<file path="config.mk">
export PLATFORM = sky130hd
export DESIGN_NAME = sph_entry
export DESIGN_NICKNAME = d
export VERILOG_FILES = /design/src/hdl/sph_pkg.sv /design/src/hdl/sph_entry.sv
export SDC_FILE = /design/constraint.sdc
export NUM_CORES = 1
export LEC_CHECK = 0
export BUFFER_PORTS_ARGS = -buffer_cell sky130_fd_sc_hd__buf_2
export CORE_AREA = 2 2 139 141
export DETAILED_ROUTE_END_ITERATION = 7
export DIE_AREA = 0 0 141 143
export PLACE_DENSITY = 0.68
export RECOVER_POWER = 100
export SLEW_MARGIN = 20
export SYNTH_ARGS = -nofsm -noshare
export SYNTH_HDL_FRONTEND = slang
export SYNTH_SLANG_ARGS = --single-unit
export TNS_END_PERCENT = 5
</file>
<file path="constraint.sdc">
create_clock -name clock -period 3.3 [get_ports clock]
set_input_delay 0 -clock clock [delete_from_list [all_inputs] [get_ports clock]]
set_output_delay 0 -clock clock [all_outputs]
set_load 0.1 [all_outputs]
</file>
<file path="src/hdl/sph_pkg.sv">
`timescale 1ns / 1ps
`default_nettype none

package sph_pkg;

   // SipHash initialization constants
   localparam logic [63:0] SPH_C0 = 64'h736f_6d65_7073_6575;
   localparam logic [63:0] SPH_C1 = 64'h646f_7261_6e64_6f6d;
   localparam logic [63:0] SPH_C2 = 64'h6c79_6765_6e65_7261;
   localparam logic [63:0] SPH_C3 = 64'h7465_6462_7974_6573;

   // Length block: 8 message bytes in the top byte
   localparam logic [63:0] SPH_LEN_WORD   = 64'h0800_0000_0000_0000;
   localparam logic [63:0] SPH_FINAL_MASK = 64'h0000_0000_0000_00ff;

   // Two half rounds per SipRound, eight SipRounds in total
   localparam int SPH_HALF_STAGES   = 16;
   // Half-round stage that opens the length block (after two rounds)
   localparam int SPH_LEN_STAGE     = 4;
   // Half-round stage that opens finalization (after four rounds)
   localparam int SPH_FINAL_STAGE   = 8;

   typedef struct packed {
      logic [63:0] v0;
      logic [63:0] v1;
      logic [63:0] v2;
      logic [63:0] v3;
   } sph_state_type;

   // Per-stage control, tied to constants at each stage
   typedef struct packed {
      logic second_half;  // second half of a SipRound
      logic mix_msg;      // v0 ^= message word (closes message block)
      logic mix_len_v3;   // v3 ^= length word (opens length block)
      logic mix_len_v0;   // v0 ^= length word (closes length block)
      logic mix_final;    // v2 ^= 0xff (opens finalization)
   } sph_stage_ctl_type;

   // 32-bit word repeated into 64 bits
   function automatic logic [63:0] sph_double(input logic [31:0] w);
      return {w, w};
   endfunction

   // First half of a SipRound: two independent adds
   function automatic sph_state_type sph_half_first(input sph_state_type s);
      sph_state_type r;
      logic [63:0]   a0;
      logic [63:0]   a2;
      a0   = s.v0 + s.v1;
      a2   = s.v2 + s.v3;
      r.v1 = {s.v1[50:0], s.v1[63:51]} ^ a0;   // rotl 13
      r.v0 = {a0[31:0], a0[63:32]};            // rotl 32
      r.v3 = {s.v3[47:0], s.v3[63:48]} ^ a2;   // rotl 16
      r.v2 = a2;
      return r;
   endfunction

   // Second half of a SipRound: two independent adds
   function automatic sph_state_type sph_half_second(input sph_state_type s);
      sph_state_type r;
      logic [63:0]   a0;
      logic [63:0]   a2;
      a0   = s.v0 + s.v3;
      a2   = s.v2 + s.v1;
      r.v3 = {s.v3[42:0], s.v3[63:43]} ^ a0;   // rotl 21
      r.v0 = a0;
      r.v1 = {s.v1[46:0], s.v1[63:47]} ^ a2;   // rotl 17
      r.v2 = {a2[31:0], a2[63:32]};            // rotl 32
      return r;
   endfunction

   // Control word for half-round stage h
   function automatic sph_stage_ctl_type sph_stage_ctl(input int h);
      sph_stage_ctl_type c;
      c.second_half = ((h % 2) == 1);
      c.mix_msg     = (h == SPH_LEN_STAGE);
      c.mix_len_v3  = (h == SPH_LEN_STAGE);
      c.mix_len_v0  = (h == SPH_FINAL_STAGE);
      c.mix_final   = (h == SPH_FINAL_STAGE);
      return c;
   endfunction

endpackage

`default_nettype wire

</file>
<file path="src/hdl/sph_entry.sv">
`timescale 1ns / 1ps
`default_nettype none

module sph_entry
   import sph_pkg::*;
(
   input  wire logic          clock,
   input  wire logic          reset,
   // key register write
   input  wire logic          csr_valid,
   output logic               csr_ready,
   input  wire logic [31:0]   csr_prf_key,
   // incoming transaction
   input  wire logic          in_valid,
   output logic               in_ready,
   input  wire logic [31:0]   in_value,
   // to first half-round stage
   output logic               out_valid,
   input  wire logic          out_ready,
   output sph_state_type      out_state,
   output logic [31:0]        out_value
);

   logic          key_write;
   logic [31:0]   prf_key_ff;
   logic          valid_ff;
   logic          valid_in;
   logic          advance;
   sph_state_type state_ff;
   sph_state_type state_in;
   logic [31:0]   value_ff;
   logic [63:0]   key_word;

   // key register, always writable
   assign csr_ready = 1'b1;
   assign key_write = csr_valid & csr_ready;

   always_ff @(posedge clock) begin
      if (reset) begin
         prf_key_ff <= '0;
      end else if (key_write) begin
         prf_key_ff <= csr_prf_key;
      end
   end

   // stage moves when empty or when the next one takes its contents
   assign advance  = !valid_ff || out_ready;
   assign in_ready = advance;
   assign valid_in = advance ? in_valid : valid_ff;

   // initial state, message word folded into v3
   always_comb begin
      key_word    = sph_double(prf_key_ff);
      state_in.v0 = key_word ^ SPH_C0;
      state_in.v1 = key_word ^ SPH_C1;
      state_in.v2 = key_word ^ SPH_C2;
      state_in.v3 = key_word ^ SPH_C3 ^ sph_double(in_value);
   end

   always_ff @(posedge clock) begin
      if (reset) begin
         valid_ff <= 1'b0;
      end else begin
         valid_ff <= valid_in;
      end
   end

   always_ff @(posedge clock) begin
      if (advance && in_valid) begin
         state_ff <= state_in;
         value_ff <= in_value;
      end
   end

   assign out_valid = valid_ff;
   assign out_state = state_ff;
   assign out_value = value_ff;

endmodule

`default_nettype wire

</file>
Word-level counts from Yosys, hierarchy flattened
Cells that the tools add are included.
{"block": "op_classes", "n_reduce_logical": 3, "bitwise_logic": 5}
{"operator": "$xor 64x64->64", "count": 1}
{"operator": "$not 37->37", "count": 1}
{"operator": "$not 35->35", "count": 1}
{"operator": "$not 34->34", "count": 1}
{"operator": "$not 32->32", "count": 1}
{"operator": "$logic_and 1x1->1", "count": 1}
{"operator": "$logic_not 1->1", "count": 1}
{"operator": "$logic_or 1x1->1", "count": 1}
{"block": "totals", "wordCells": 15, "register_bits": 321, "input_bits": 69}

Depth between registers and ports, before layout
{"block": "depth", "depth_word": 3, "mapped_depth": 4}

Least setup slack after synthesis
Ideal clock, no wire load.
{"block": "synth_timing", "path_type": "register to register", "start": "reg valid_ff (netlist: out_valid)", "end": "reg state_ff (netlist bit out_state[0]), enable pin", "stages_incl_launch_ff": 3, "setup_ns": 0.494, "arrival_time_ns": 4.483, "setup_slack_ns": -1.677, "t_required_ns": 2.806, "path_cell_list": "dfxtp_1 -> nand2b_1 -> and2_1"}
{"block": "synth_between", "elab_chain_len": 3}
{"item": "from (decl)", "line_no": "sph_entry.sv:26", "rtl": "logic valid_ff;"}
{"item": "from (signal assigned)", "line_no": "sph_entry.sv:64", "rtl": "valid_ff <= valid_in;"}
{"item": "$logic_not 1->1", "line_no": "sph_entry.sv:47", "rtl": "assign advance = !valid_ff || out_ready;"}
{"item": "$logic_or 1x1->1", "line_no": "sph_entry.sv:47"}
{"item": "via in_ready", "line_no": "sph_entry.sv:15", "rtl": "output logic in_ready,"}
{"item": "$logic_and 1x1->1", "line_no": "sph_entry.sv:69", "rtl": "if (advance && in_valid) begin"}
{"item": "to (signal assigned)", "line_no": "sph_entry.sv:70", "rtl": "state_ff <= state_in;"}
{"item": "to (decl)", "line_no": "sph_entry.sv:29", "rtl": "sph_state_type state_ff;"}
The timed path passes the listed nets, and every way through them passes these cells.
A chain may end at the register's enable or synchronous reset.

Worst setup path after layout
{"block": "layout_timing", "start": "reg valid_ff (netlist: out_valid)", "end": "reg state_ff (netlist bit out_state[131]), enable pin"}
{"block": "layout_between", "elab_chain_len": 3}
{"item": "$logic_not 1->1", "line_no": "sph_entry.sv:47"}
{"item": "$logic_or 1x1->1", "line_no": "sph_entry.sv:47"}
{"item": "$logic_and 1x1->1", "line_no": "sph_entry.sv:69"}
Every way passes these cells.

==> flow_metrics.tcl <==
set metrics [dict create \
    endpoint_kind "flip-flop" \
    r2r-start "out_valid$_SDFFE_PP0P_" \
    synth.area.top_cells "edfxtp_1 56%, buf_4 19%, dfxtp_1 10%" \
    antenna_found_initial 0 \
    r2r_slack_ps 960 \
    status "finished with violations" \
    hold_viol_final 0 \
    grt_pass1_wl_um 18600 \
    max_cap_violations 2 \
    cts_root_buffer "clkbuf_16" \
    setup_tns_ps 0 \
    power.leakage_nw 2.96 \
    yosysWarnings 0 \
    post_cts.repair.setup_buffers 0 \
    core_area_um2 18600 \
    drc 0 \
    ys.flop_type "edfxtp_1" \
    ys_seq_area_frac 0.661 \
    nFillCells 1875 \
    cts.clk_slew.worst_paths_ps 60 \
    avgSynthCellArea_um2 14.0 \
    tightest_slew_ps 2610 \
    r2r_end "out_state[131]$_DFFE_PP_" \
    ios 360 \
    post-route-min-period_ps 2340 \
    ff2ff_path_depth 3 \
    dp.final_hpwl_um 8790 \
    dieArea_um2 20200 \
    hold_path_class "in2reg" \
    power_density_nw_per_um2 767 \
    antenna_cells 0 \
    fin_crit_sh 0.710 \
    die_h_um 143 \
    hold_buffers 66 \
    cts_buffers 17 \
    via_count 3964 \
    cp_top_family "buffers and inverters" \
    synth-async-reset-ratio 0 \
    slowest_delay_ps 1080 \
    synth_common_cells "167 x buf_4, 122 x edfxtp_1, 36 x inv_1, 33 x dfxtp_1" \
    netlist.area_leader.share 0.560 \
    violations "max-capacitance violations, max-slew violations" \
    gp_congestion 0.743 \
    drtIter0Drc 117 \
    whs_path_depth 2 \
    critPathBufInv 1 \
    cts_tree "yes" \
    routed_wl_um 13100 \
    overflow 0 \
    worst_slack_ps 957 \
    fin_nets 804 \
    synth_seq_cells 155 \
    layout-drive-gt1-share 0.0896 \
    grt_start_max_net_pins 123 \
    holdPathEnd "prf_key_ff[31]$_SDFFE_PP0P_" \
    vias_per_cell 4.04 \
    synthesis.nets 535 \
    yosys.cell_types.count 16 \
    place_ws_ps 1830 \
    drv_slew 156 \
    insertion_delay_ps 410 \
    htreeDepth 4 \
    required_ps 3300 \
    grt_pass1_vias 3619 \
    cts_sinks 155 \
    start_util 0.352 \
    critical_path_arrival_ps 2350 \
    dr.pass1.iters 4 \
    track_usage 0.120 \
    syn_area_um2 6550 \
    synth_area_leader_cell "edfxtp_1" \
    grt_setup_unrepaired "no" \
    path_cells "nand2b_1, and2_2, clkbuf_4" \
    synth.most_common_cell "buf_4" \
    worstSetupPathType "reg2reg" \
    synth_cells 466 \
    placed_cell_area_um2 7310 \
    relSlewSlack -0.740 \
    critPathSlowestCell "clkbuf_4" \
    startpoint_type "flip-flop" \
    crit_fanout 122 \
    fmax_ghz 0.427 \
    rows 50 \
    die-width_um 141 \
    cts-resized-gates 0 \
    io_buffers 358 \
    setup_viol 0 \
    cts.path.max_buffers 2 \
    final_area_um2 8130 \
    min_from "reset" \
    synth_edf_count 122 \
    clock_skew_ps 9.12 \
    ant_nets 0 \
    ir_drop_mv 0.315 \
    syn2layout_area_growth_pct 24.3 \
    wire_per_inst_um 13.3 \
    critPathLaunch "out_valid$_SDFFE_PP0P_" \
]
==> flip-flops by register name, summed over array words and instances, names as in the netlist <==
register and flops:
out_state 90, out_value 32, prf_key_ff 32, out_valid 1
==> metrics by stage <==
step | utilization | hold WS (ps) | instances | power [mW]
final | 0.438 | 142 | 982 | 6.24
after global routing | 0.438 | 159 | 982 | 6.44
after CTS | 0.460 | 139 | 982 | 6.34
after detailed placement | 0.393 | 203 | 884 | 4.37
after global placement | 0.393 | 203 | 884 | 4.36
after floorplan | - | 98.9 | 466 | 4.26
==> power by group <==
group          switching [mW]  total, mW  internal, mW  leakage [nW]
clock                   0.766       1.90          1.14         0.274
combinational            1.78       1.99         0.203          1.26
sequential             0.0829       2.35          2.27          1.43
total                    2.63       6.24          3.61          2.96
==> cells by family after synthesis <==
| kind of cell | share of synthesized area |
|---|---|
| AO/OA/AOI/OAI | 0.000764 |
| XOR/XNOR | 0.0428 |
| buffers and inverters | 0.226 |
| flip-flops | 0.661 |
| multiplexers | 0.0489 |
| other | 0.000573 |
| AND/OR/NAND/NOR | 0.0203 |
==> layout by cell type (no fill, tap or decap) <==
cell type and count:
clkbuf_1 324, edfxtp_1 122, dlygate4sd3_1 66, inv_1 36, buf_2 35, dfxtp_1 33
mux2i_1 32, nor2_1 32, xnor2_1 20, clkbuf_16 17, xor2_1 12, inv_6 4
clkinvlp_4 4, clkinv_2 2, bufinv_16 2, nand2b_1 1, and2_2 1, a21oi_1 1
conb_1 1, clkbuf_8 1, clkinv_1 1, clkbuf_4 1
==> final cells by class <==
type / count / area [um2] / area share
flip-flops and latches: 155 / 4320 / 0.532
repair buffers: 425 / 2060 / 0.253
multi-input cells: 100 / 743 / 0.0914
clock buffers: 19 / 443 / 0.0545
well taps: 234 / 293 / 0.0360
clock inverters: 13 / 139 / 0.0171
inverters: 36 / 135 / 0.0166
==> worst max path at each step <==
stage | end | cells past startpoint
global placement | out_state[62]$_DFFE_PP_ | 3
finish | out_state[131]$_DFFE_PP_ | 3
floorplan | out_state[0]$_DFFE_PP_ | 2
detailed placement | out_state[62]$_DFFE_PP_ | 3
global route | out_state[61]$_DFFE_PP_ | 3
CTS | out_state[62]$_DFFE_PP_ | 3
==> metal layers <==
layer  up-vias  track usage  routed length (um)  part of all wire
met5         -            0                   0                 0
met3         5       0.0399                 756             0.058
met2       180        0.214                6900              0.53
met4         0       0.0384                 112            0.0086
met1      1883        0.137                5300              0.41
li1       1896            -                   -                 -
Note: power is estimated with default switching activity, not from simulation.
