==> src/hdl/sph_pkg.sv <==
`timescale 1ns / 1ps
`default_nettype none

package sph_pkg;

   // SipHash initialization constants
   localparam logic [63:0] SPH_C0 = 64'h736f_6d65_7073_6575;
   localparam logic [63:0] SPH_C1 = 64'h646f_7261_6e64_6f6d;
   localparam logic [63:0] SPH_C2 = 64'h6c79_6765_6e65_7261;
   localparam logic [63:0] SPH_C3 = 64'h7465_6462_7974_6573;

   // Length block: 8 message bytes in the top byte
   localparam logic [63:0] SPH_LEN_WORD   = 64'h0800_0000_0000_0000;
   localparam logic [63:0] SPH_FINAL_MASK = 64'h0000_0000_0000_00ff;

   // Two half rounds per SipRound, eight SipRounds in total
   localparam int SPH_HALF_STAGES   = 16;
   // Half-round stage that opens the length block (after two rounds)
   localparam int SPH_LEN_STAGE     = 4;
   // Half-round stage that opens finalization (after four rounds)
   localparam int SPH_FINAL_STAGE   = 8;

   typedef struct packed {
      logic [63:0] v0;
      logic [63:0] v1;
      logic [63:0] v2;
      logic [63:0] v3;
   } sph_state_type;

   // Per-stage control, tied to constants at each stage
   typedef struct packed {
      logic second_half;  // second half of a SipRound
      logic mix_msg;      // v0 ^= message word (closes message block)
      logic mix_len_v3;   // v3 ^= length word (opens length block)
      logic mix_len_v0;   // v0 ^= length word (closes length block)
      logic mix_final;    // v2 ^= 0xff (opens finalization)
   } sph_stage_ctl_type;

   // 32-bit word repeated into 64 bits
   function automatic logic [63:0] sph_double(input logic [31:0] w);
      return {w, w};
   endfunction

   // First half of a SipRound: two independent adds
   function automatic sph_state_type sph_half_first(input sph_state_type s);
      sph_state_type r;
      logic [63:0]   a0;
      logic [63:0]   a2;
      a0   = s.v0 + s.v1;
      a2   = s.v2 + s.v3;
      r.v1 = {s.v1[50:0], s.v1[63:51]} ^ a0;   // rotl 13
      r.v0 = {a0[31:0], a0[63:32]};            // rotl 32
      r.v3 = {s.v3[47:0], s.v3[63:48]} ^ a2;   // rotl 16
      r.v2 = a2;
      return r;
   endfunction

   // Second half of a SipRound: two independent adds
   function automatic sph_state_type sph_half_second(input sph_state_type s);
      sph_state_type r;
      logic [63:0]   a0;
      logic [63:0]   a2;
      a0   = s.v0 + s.v3;
      a2   = s.v2 + s.v1;
      r.v3 = {s.v3[42:0], s.v3[63:43]} ^ a0;   // rotl 21
      r.v0 = a0;
      r.v1 = {s.v1[46:0], s.v1[63:47]} ^ a2;   // rotl 17
      r.v2 = {a2[31:0], a2[63:32]};            // rotl 32
      return r;
   endfunction

   // Control word for half-round stage h
   function automatic sph_stage_ctl_type sph_stage_ctl(input int h);
      sph_stage_ctl_type c;
      c.second_half = ((h % 2) == 1);
      c.mix_msg     = (h == SPH_LEN_STAGE);
      c.mix_len_v3  = (h == SPH_LEN_STAGE);
      c.mix_len_v0  = (h == SPH_FINAL_STAGE);
      c.mix_final   = (h == SPH_FINAL_STAGE);
      return c;
   endfunction

endpackage

`default_nettype wire

==> src/hdl/sph_tag.sv <==
`timescale 1ns / 1ps
`default_nettype none

module sph_tag
   import sph_pkg::*;
(
   input  wire logic           clock,
   input  wire logic           reset,
   input  wire logic           in_valid,
   output logic                in_ready,
   input  wire sph_state_type  in_state,
   output logic                out_valid,
   input  wire logic           out_stall,
   output logic [31:0]         out_tag
);

   logic        valid_ff;
   logic        valid_in;
   logic        advance;
   logic [63:0] tag_full;
   logic [31:0] tag_ff;

   assign advance  = !valid_ff || !out_stall;
   assign in_ready = advance;
   assign valid_in = advance ? in_valid : valid_ff;

   // fold the four lanes, keep the low half
   assign tag_full = in_state.v0 ^ in_state.v1 ^ in_state.v2 ^ in_state.v3;

   always_ff @(posedge clock) begin
      if (reset) begin
         valid_ff <= 1'b0;
      end else begin
         valid_ff <= valid_in;
      end
   end

   always_ff @(posedge clock) begin
      if (advance && in_valid) begin
         tag_ff <= tag_full[31:0];
      end
   end

   assign out_valid = valid_ff;
   assign out_tag   = tag_ff;

endmodule

`default_nettype wire

==> config.mk <==
export PLATFORM = sky130hd
export DESIGN_NAME = sph_tag
export DESIGN_NICKNAME = d
export VERILOG_FILES = /design/src/hdl/sph_pkg.sv /design/src/hdl/sph_tag.sv
export SDC_FILE = /design/constraint.sdc
export NUM_CORES = 1
export LEC_CHECK = 0
export BUFFER_PORTS_ARGS = -buffer_cell sky130_fd_sc_hd__buf_2
export CAP_MARGIN = 25
export CORE_AREA = 4 4 111 113
export CTS_BUF_LIST = sky130_fd_sc_hd__clkbuf_4 sky130_fd_sc_hd__clkbuf_8 sky130_fd_sc_hd__clkbuf_16
export DETAILED_ROUTE_END_ITERATION = 10
export DIE_AREA = 0 0 115 117
export PLACE_DENSITY_LB_ADDON = 0.08
export SETUP_SLACK_MARGIN = 0.4
export SLEW_MARGIN = 20
export SYNTH_ARGS = -nofsm -noshare
export SYNTH_HDL_FRONTEND = slang
export SYNTH_SLANG_ARGS = --single-unit
==> constraint.sdc <==
create_clock -name clock -period 2.1 [get_ports clock]
set_input_delay 0.105 -clock clock [delete_from_list [all_inputs] [get_ports clock]]
set_output_delay 0.105 -clock clock [all_outputs]
set_load 0.05 [all_outputs]
# Word level (Yosys, flattened, before mapping)
# Cells that the tools add are included.
[totals] register_bits=33 inputBits=260 out_inout_bits=34 elab_cells=9
[classes] n_bitwise=3 reduce_logical=4
[ops] cell="32-bit XOR" n=3
[ops] cell="1-bit zero test" n=2
[ops] cell="1-bit logical AND" n=1
[ops] cell="1-bit logical OR" n=1

# Logic depth before layout (Yosys ltp)
# Gate-level depths: netlist of run 1.
[logic_depth] depth_word=3 ltp_mapped=2 depth_no_buf=2

# Least setup slack after synthesis of run 1
# Ideal clock, no wire load.
[synth_timing] path_kind="reg2reg" startpoint="register valid_ff, in the netlist out_valid" endpoint="register tag_ff[0], in the netlist out_tag[0], enable pin" setup_time_ns=0.392 arrival_ns=1.796 t_required_ns=1.708 path_slack_ns=-0.088 stages_incl_launch_ff=3 path_buffers=0 synth_period_minus_slack_ns=2.188 cell_sequence="dfxtp_1 nand2_1 and2_1"
[synth_between] elab_chain_cells=3
[synth_lines] item="from (decl)" line="sph_tag.sv:17" rtl="logic valid_ff;"
[synth_lines] item="from (signal assigned)" line="sph_tag.sv:34" rtl="valid_ff <= valid_in;"
[synth_lines] item="1-bit zero test" line="sph_tag.sv:23" rtl="assign advance = !valid_ff || !out_stall;"
[synth_lines] item="1-bit logical OR" line="sph_tag.sv:23"
[synth_lines] item="named net in_ready" line="sph_tag.sv:10" rtl="output logic in_ready,"
[synth_lines] item="1-bit logical AND" line="sph_tag.sv:39" rtl="if (advance && in_valid) begin"
[synth_lines] item="to (signal assigned)" line="sph_tag.sv:40" rtl="tag_ff <= tag_full[31:0];"
[synth_lines] item="to (decl)" line="sph_tag.sv:21" rtl="logic [31:0] tag_ff;"
# The timed path passes the listed nets, and every way through them passes these cells.
# A chain may end at the register's enable or synchronous reset.

# Worst setup path in the final report of run 1
[layout_timing] startpoint="register valid_ff, in the netlist out_valid" endpoint="register tag_ff[11], in the netlist out_tag[11], enable pin"
[layout_between] elab_chain_cells=3
[layout_lines] item="1-bit zero test" line="sph_tag.sv:23"
[layout_lines] item="1-bit logical OR" line="sph_tag.sv:23"
[layout_lines] item="1-bit logical AND" line="sph_tag.sv:39"
# No other way between the ends.

==> results.md, run 1 <==
* Worst Skew at 0.00344 ns
* Final GP Congestion at 0.676
* Setup crit end kind: flop
* Aggregate global-route resource usage at 7.01%
* Drt pass-1 iters at 4
* RSZ-0062 raised after global routing: no
* Count of buffers from port buffering at 165
* CTS Buffer Depth at 2
* Number of buffers created by CTS at 5
* Die Width at 115 um
* Wirelength per Cell at 11.2 um
* Slew HR at 71.5%
* Placeable Area at 11,300 um^2
* Antenna violations before repair at 0
* Largest net degree at the start of global routing at 19
* Crit path arrival time at 1.30 ns
* Number of global-route vias before repair at 1,434
* Register area share after synthesis at 53.3%
* Clk_lat worst skew at 0.27 ns
* Starting Density at 16.3%
* Total clock sinks at 33
* Cell count after synthesis at 133
* Multi-input gate area at 863 um^2
* Postcts setup bufs at 0
* Startpoint Class: flop
* Initial drt markers at 10
* Setup tns final at 0 ns
* FF+latch area at 982 um^2
* Measured slew at the worst slew-check pin at 0.427 ns
* Routed wire length at 5060 um
* CTS tree: built
* Area grow syn2layout at 64.5%
* Commonest non-fill, non-tap cell in the layout: buf_2
* CP Class: flop to flop
* Grt ovf at 0
* Dpl hpwl at 4390 um
* Layout net count at 567
* Die height at 117 um
* Max Freq at 0.758 GHz
* Worst-path clk slew at 0.05 ns
* Min-Delay Path Class: primary input to flop
* Overall Power at 0.00236 W
* Status: completed
* Max VDD drop at 0.000269 V
* First-pass GRT wire length at 7000 um
* Drt drc at 0
* Final Hold Vio Count at 0
* Final min period at 1.32 ns
* Fillers at 1,236
* CP cell instances: nand2_2 > and2_2 > buf_12
* Routed vias at 1,518
* Ys Warns at 0
* Max cap viols at 0
* Slowest cell on crit path: and2_2
* Synthesized flop and latch total at 33
* Htree depth at 2
* Leakage power at 1.33 nW
* Yosys cell types at 8
* PD cells at 780 nW/um^2
* Antenna viol nets, final at 0
* Avg Inst Size Synth at 13.8 um^2
* Slew Limit Fails at 0
* Site row count at 39
* Net Count, Synth at 393
* Ant diodes at 0
* Vias per inst at 3.37
* Root Driver: clkbuf_16
* CP peak stage delay at 0.41 ns
* Tcrit/Tclk final at 62.8%
* Die ar. at 13,500 um^2
* Critical Path RT at 2.08 ns
* Setup violators final at 0
* Crit-path max FO at 18
* Mapped Area at 1840 um^2
* Commonest cells after routing, fill and taps aside: buf_2, xnor2_1, xor2_1, edfxtp_1, clkbuf_16
* Ports at 294
* Share of cells above drive strength 1 at 57.5%
## area by class of cell
class	count	area share [%]
sequential	33	32.4
multi-input combinational	100	28.5
timing repair buffer	167	28.3
tap	143	5.91
clock buffer	8	4.88
## logic make-up after synthesis
kind of cell | Yosys count | synth area share (%)
and+or+nand+nor | 3 | 0.748
AOI/OAI and AO/OA | 1 | 0.272
xor gates and xnor gates | 96 | 45.7
DFF | 33 | 53.3
## where the power goes
part / switching (W) / internal, W / total, W
registers: 0.0000169 / 0.000842 / 0.000859
logic: 0.000480 / 0.000287 / 0.000768
clock network: 0.000257 / 0.000480 / 0.000736
total: 0.000754 / 0.00161 / 0.00236
## synth_stat cells (all sizes together)
library cell / count / area (um^2)
xnor2: 64 / 561
edfxtp: 32 / 961
xor2: 32 / 280
a21oi: 1 / 5.00
and2: 1 / 6.26
dfxtp: 1 / 20.0
nand2: 1 / 3.75
nor2: 1 / 3.75
## flip-flops by register name, summed over array words and instances, names as in the netlist
name       cells
out_tag       32
out_valid      1
## metal layers
layer	track usage (%)	wire, um
met2	10.9	2320
met4	2.82	56
met3	4.73	815
met5	0	0
met1	7.49	1870
## per-stage QoR
step / cells / hold WS [ns] / util (%) / instance area [um^2] / setup slack [ns]
finish: 451 / 0.0624 / 26.7 / 3030 / 0.781
floorplan: 133 / 0.170 / - / 1850 / 0.514
global placement: 442 / 0.258 / 25.4 / 2870 / 0.744
global route: 451 / 0.0766 / 26.7 / 3030 / 0.703
CTS: 451 / 0.0522 / 26.7 / 3030 / 0.728
detailed placement: 442 / 0.261 / 25.4 / 2870 / 0.726
## worst paths after layout
| path | cells after the start | end | slack, ns | startpoint |
|---|---|---|---|---|
| max reg2reg | 3 | out_tag[11]$_DFFE_PP_ | 0.78 | out_valid$_SDFFE_PP0P_ |
| max | 3 | out_tag[11]$_DFFE_PP_ | 0.78 | out_valid$_SDFFE_PP0P_ |
| min | 3 | out_valid$_SDFFE_PP0P_ | 0.06 | in_valid |
| min reg2reg | 2 | out_valid$_SDFFE_PP0P_ | 0.51 | out_valid$_SDFFE_PP0P_ |
## repair_timing
item	in CTS	in global routing
hold buffers	1	0
gates resized for setup	0	0
endpoints found under the hold margin	1	0
## critical path, delay by kind of cell (launching register included)
kind          cells  cell delay, ns
simple gates      2            0.46
flops             1            0.33
buf+inv           1            0.22
No activity file was read; power rests on OpenSTA's default activity.
==> run 2, diff against run 1 <==
==> constraint.sdc (replaced) <==
create_clock -name clock -period 1.25 [get_ports clock]
set_input_delay 0.0625 -clock clock [delete_from_list [all_inputs] [get_ports clock]]
set_output_delay 0.0625 -clock clock [all_outputs]
set_load 0.05 [all_outputs]
==> run 2 against run 1 <==
Core utilization is 2.5 points higher. Non-clock buffer count is 2 higher. Global-route usage hardly changed. Maximum frequency is 24% higher.
==> results.md, run 2 (synthesis results as in run 1) <==
* Status: completed
* Largest net degree at the start of global routing at 17
* Starting Density at 16.3%
* CP Class: flop to flop
* Slew Limit Fails at 0
* Ant diodes at 0
* Tcrit/Tclk final at 85.4%
* RSZ-0062 raised after global routing: yes
* Antenna viol nets, final at 0
* Placed inst area at 2890 um^2
* Aggregate global-route resource usage at 6.98%
* Leakage power at 1.43 nW
* Vias per inst at 3.34
* CTS tree: built
* Share of cells above drive strength 1 at 57.4%
* Max Freq at 0.937 GHz
* CTS Buffer Depth at 2
* Die height at 117 um
* Antenna violations before repair at 1
* Critical Path RT at 1.23 ns
* Final min period at 1.07 ns
* Design Area, Final at 3310 um^2
* Drt pass-1 iters at 2
* Final GP Congestion at 0.615
* Setup violators final at 0
* Count of buffers from port buffering at 165
* Area grow syn2layout at 79.8%
* Max cap viols at 0
* Setup tns final at 0 ns
* Fillers at 1,201
* Worst Skew at 0.00145 ns
* Measured slew at the worst slew-check pin at 0.249 ns
* Initial drt markers at 11
* Layout net count at 569
* Overall Power at 0.00434 W
* Total clock sinks at 33
* Htree depth at 2
* Placeable Area at 11,300 um^2
* Die Width at 115 um
* Final Hold Vio Count at 0
* Min-Delay Path Class: primary input to flop
* Largest register FFs at 32
* Commonest cells after routing, fill and taps aside: buf_2, xnor2_1, xor2_1, edfxtp_1, buf_6
* Crit-path max FO at 16
* Number of buffers created by CTS at 5
* Root Driver: clkbuf_16
* Wirelength per Cell at 11.2 um
* Worst-path clk slew at 0.05 ns
* Commonest non-fill, non-tap cell in the layout: buf_2
* Crit path arrival time at 1.05 ns
* Slew HR at 83.5%
* Clk_lat worst skew at 0.27 ns
* Site row count at 39
* Setup crit end kind: flop
* Multi-input gate area at 878 um^2
* Drt drc at 0
* Routed vias at 1,513
* Ports at 294
* Die ar. at 13,500 um^2
* First-pass GRT wire length at 7200 um
* Startpoint Class: flop
* PD cells at 1310 nW/um^2
* FF+latch area at 985 um^2
* Routed wire length at 5090 um
* Grt ovf at 0
* Max VDD drop at 0.000510 V
* Dpl hpwl at 4290 um
* Number of global-route vias before repair at 1,559
## run 2: cell types whose count changed in the layout (fill, tap and decap cells not counted), sizes merged
cell / change
buf: +2
clkbuf: -2
bufinv: +1
clkinv: +1
## run 2: layer usage
layer	vias to the layer above	track usage [%]	part of all wire, %
met1	613	7.54	35
met3	7	3.75	17
li1	785	-	-
met5	-	0	0.26
met2	106	11.1	46
met4	2	3.52	1.7
## run 2: cell type report
type,instances,share of cell area (%)
Multi-Input combinational cell,100,26.5
Tap cell,143,5.41
Clock inverter,2,1.02
Clock buffer,6,4.01
Sequential cell,33,29.8
Timing Repair Buffer,169,33.3
## run 2: path summary, 6_finish.rpt
kind / depth (start not counted) / slack, ns / start / endpoint
worst max-delay path: 3 / 0.18 / out_valid$_SDFFE_PP0P_ / out_tag[0]$_DFFE_PP_
worst min-delay path: 3 / 0.02 / in_valid / out_valid$_SDFFE_PP0P_
worst max register to register: 3 / 0.18 / out_valid$_SDFFE_PP0P_ / out_tag[0]$_DFFE_PP_
worst min register to register: 3 / 0.66 / out_valid$_SDFFE_PP0P_ / out_valid$_SDFFE_PP0P_
## run 2: worst max-delay path, stage by stage, from the launching register on
cell	delay (ns)
dfxtp_4	0.36
nand2_8	0.06
and2_4	0.18
buf_12	0.16
## run 2: timing repair
item,4_1_cts,5_1_grt
pin swaps,0,0
resized for setup,68,0
endpoints found under the hold margin,1,0
hold buffers,1,0
setup buffers,1,0
endpoints found under the setup margin,66,66
cloned,1,0
## run 2: through the flow
stage	hold slack, ns	worst slack (ns)	util (%)	instances
6_report	0.0233	0.183	29.2	453
5_1_grt	0.0542	0.156	29.2	453
4_1_cts	0.0197	0.170	29.2	453
3_5_place_dp	0.221	0.157	25.5	442
3_3_place_gp	0.221	0.153	25.5	442
2_1_floorplan	0.125	0.0162	-	133
## run 2: power breakdown
| group | total [W] | leakage, nW | switching (W) | internal (W) |
|---|---|---|---|---|
| sequential | 0.00148 | 0.318 | 0.0000612 | 0.00142 |
| combinational | 0.00147 | 1.03 | 0.000815 | 0.000658 |
| clock | 0.00139 | 0.0819 | 0.000432 | 0.000955 |
==> run 3, diff against run 2 <==
--- a/config.mk
+++ b/config.mk
@@ -9,6 +9,7 @@
 export CAP_MARGIN = 25
 export CORE_AREA = 4 4 111 113
 export CTS_BUF_LIST = sky130_fd_sc_hd__clkbuf_4 sky130_fd_sc_hd__clkbuf_8 sky130_fd_sc_hd__clkbuf_16
+export CTS_CLUSTER_DIAMETER = 150
 export DETAILED_ROUTE_END_ITERATION = 10
 export DIE_AREA = 0 0 115 117
 export PLACE_DENSITY_LB_ADDON = 0.08
==> constraint.sdc (replaced) <==
create_clock -name clock -period 1.3 [get_ports clock]
set_input_delay 0.065 -clock clock [delete_from_list [all_inputs] [get_ports clock]]
set_output_delay 0.065 -clock clock [all_outputs]
set_load 0.05 [all_outputs]
==> run 3 against run 2 <==
Worst setup slack improved by 0.047 ns. Core utilization decreased by 0.15 points. Final area down 0.53%. Non-clock buffer count fell by 1. Maximum frequency down 0.29%. Largest power group unchanged. Total power shrank 4.0%. Critical path depth stayed put. Combinational power is 4% lower. Cell count decreased by 0.22%. Critical endpoint unchanged. Register-to-register slack improved by 0.05 ns. Global-route usage is essentially flat. Highest routed layer unchanged. Clock skew stayed put.
==> results.md, run 3 (synthesis results as in run 1) <==
* Antenna viol nets, final at 0
* Total clock sinks at 33
* Startpoint Class: flop
* Layout net count at 568
* First-pass GRT wire length at 7170 um
* Placeable Area at 11,300 um^2
* Ant diodes at 0
* Drt drc at 0
* Crit path arrival time at 1.05 ns
* Wirelength per Cell at 11.2 um
* Aggregate global-route resource usage at 6.96%
* Drt pass-1 iters at 2
* Fillers at 1,204
* Routed wire length at 5080 um
* PD cells at 1270 nW/um^2
* Ports at 294
* Largest register FFs at 32
* Area grow syn2layout at 78.9%
* Layout Cells excl Fill at 452
* Worst setup margin at 0.230 ns
* Die ar. at 13,500 um^2
* Slew HR at 83.5%
* Dpl hpwl at 4290 um
* Final min period at 1.07 ns
* Largest delay share family, worst path: flip-flops
* CP cell instances: nand2_8 > and2_4 > buf_12
* Commonest cells after routing, fill and taps aside: buf_2, xnor2_1, xor2_1, edfxtp_1, buf_6
* Tcrit/Tclk final at 82.3%
* Max cap viols at 0
* Min-Delay Path Class: primary input to flop
* Root Driver: clkbuf_16
* Starting Density at 16.3%
* Share of cells above drive strength 1 at 57.3%
* Overall Power at 0.00416 W
* Worst Skew at 0.00145 ns
* Antenna violations before repair at 1
* Number of global-route vias before repair at 1,549
* Post-layout util at 29.1%
* Critical Path RT at 1.28 ns
* Final Hold Vio Count at 0
* Setup violators final at 0
* Routed vias at 1,509
* Vias per inst at 3.34
* CP bufs+invs at 1
* Status: completed
* Count of buffers from port buffering at 165
* Crit-path max FO at 16
* Leakage power at 1.42 nW
* Die Width at 115 um
* Measured slew at the worst slew-check pin at 0.249 ns
* Grt ovf at 0
* Initial drt markers at 14
* RSZ-0062 raised after global routing: yes
* CTS tree: built
* Postcts setup bufs at 0
* Commonest non-fill, non-tap cell in the layout: buf_2
* Max VDD drop at 0.000490 V
* Setup tns final at 0 ns
* Slowest cell on crit path: dfxtp_4
* Slew Limit Fails at 0
* Post-Place Setup Slack at 0.207 ns
* Number of buffers created by CTS at 5
* CP Class: flop to flop
* CTS Buffer Depth at 2
* Site row count at 39
* Worst-path clk slew at 0.05 ns
* Clk_lat worst skew at 0.27 ns
* Placed cell count at 442
* Die height at 117 um
* Htree depth at 2
* Multi-input gate area at 878 um^2
* Setup crit end kind: flop
* Largest net degree at the start of global routing at 17
* CP peak stage delay at 0.36 ns
* FF+latch area at 985 um^2
* Final GP Congestion at 0.615
* Max Freq at 0.934 GHz
-- run 3: final timing paths --
check / from / end / slack (ns) / cells after the start
setup / recovery: out_valid$_SDFFE_PP0P_ / out_tag[0]$_DFFE_PP_ / 0.23 / 3
setup reg to reg: out_valid$_SDFFE_PP0P_ / out_tag[0]$_DFFE_PP_ / 0.23 / 3
hold reg to reg: out_valid$_SDFFE_PP0P_ / out_valid$_SDFFE_PP0P_ / 0.55 / 2
hold / removal: in_valid / out_valid$_SDFFE_PP0P_ / 0.02 / 3
-- run 3: tightest hold or removal path: cells and delay by family --
| family | cells | cell delay, ns |
|---|---|---|
| AND/OR/NAND/NOR | 1 | 0.07 |
| buffers and inverters | 1 | 0.09 |
| AO/OA/AOI/OAI | 1 | 0.03 |
-- run 3: power breakdown --
part | internal (W) | switching (W) | leakage (nW)
sequential | 0.00136 | 0.0000591 | 0.318
clock | 0.000918 | 0.000416 | 0.0819
combinational | 0.000627 | 0.000782 | 1.02
-- run 3: area by class of cell --
cell class / count / share of cell area (%)
Timing Repair Buffer: 168 / 32.9
Clock buffer: 6 / 4.03
Multi-Input combinational cell: 100 / 26.7
Clock inverter: 2 / 1.03
Sequential cell: 33 / 29.9
Tap cell: 143 / 5.44
-- run 3: metal layers --
metal | share of wire (%) | GRT usage (%) | vias to the layer above
met5 | 0.26 | 0 | -
met3 | 17 | 3.75 | 7
met1 | 35 | 7.54 | 611
met2 | 46 | 11.1 | 106
li1 | - | - | 783
met4 | 1.7 | 3.52 | 2
-- run 3: what timing repair did --
item	4_1_cts	5_1_grt
gates cloned	1	0
endpoints found under the setup margin	66	63
resized for setup	63	2
hold buffers	1	0
hold endpoints to repair	1	0
-- run 3: per-stage QoR --
stage | cell area (um^2) | hold slack [ns]
floorplan | 1860 | 0.128
global placement | 2890 | 0.224
detailed placement | 2890 | 0.223
CTS | 3280 | 0.0222
global route | 3290 | 0.0511
finish | 3290 | 0.0232
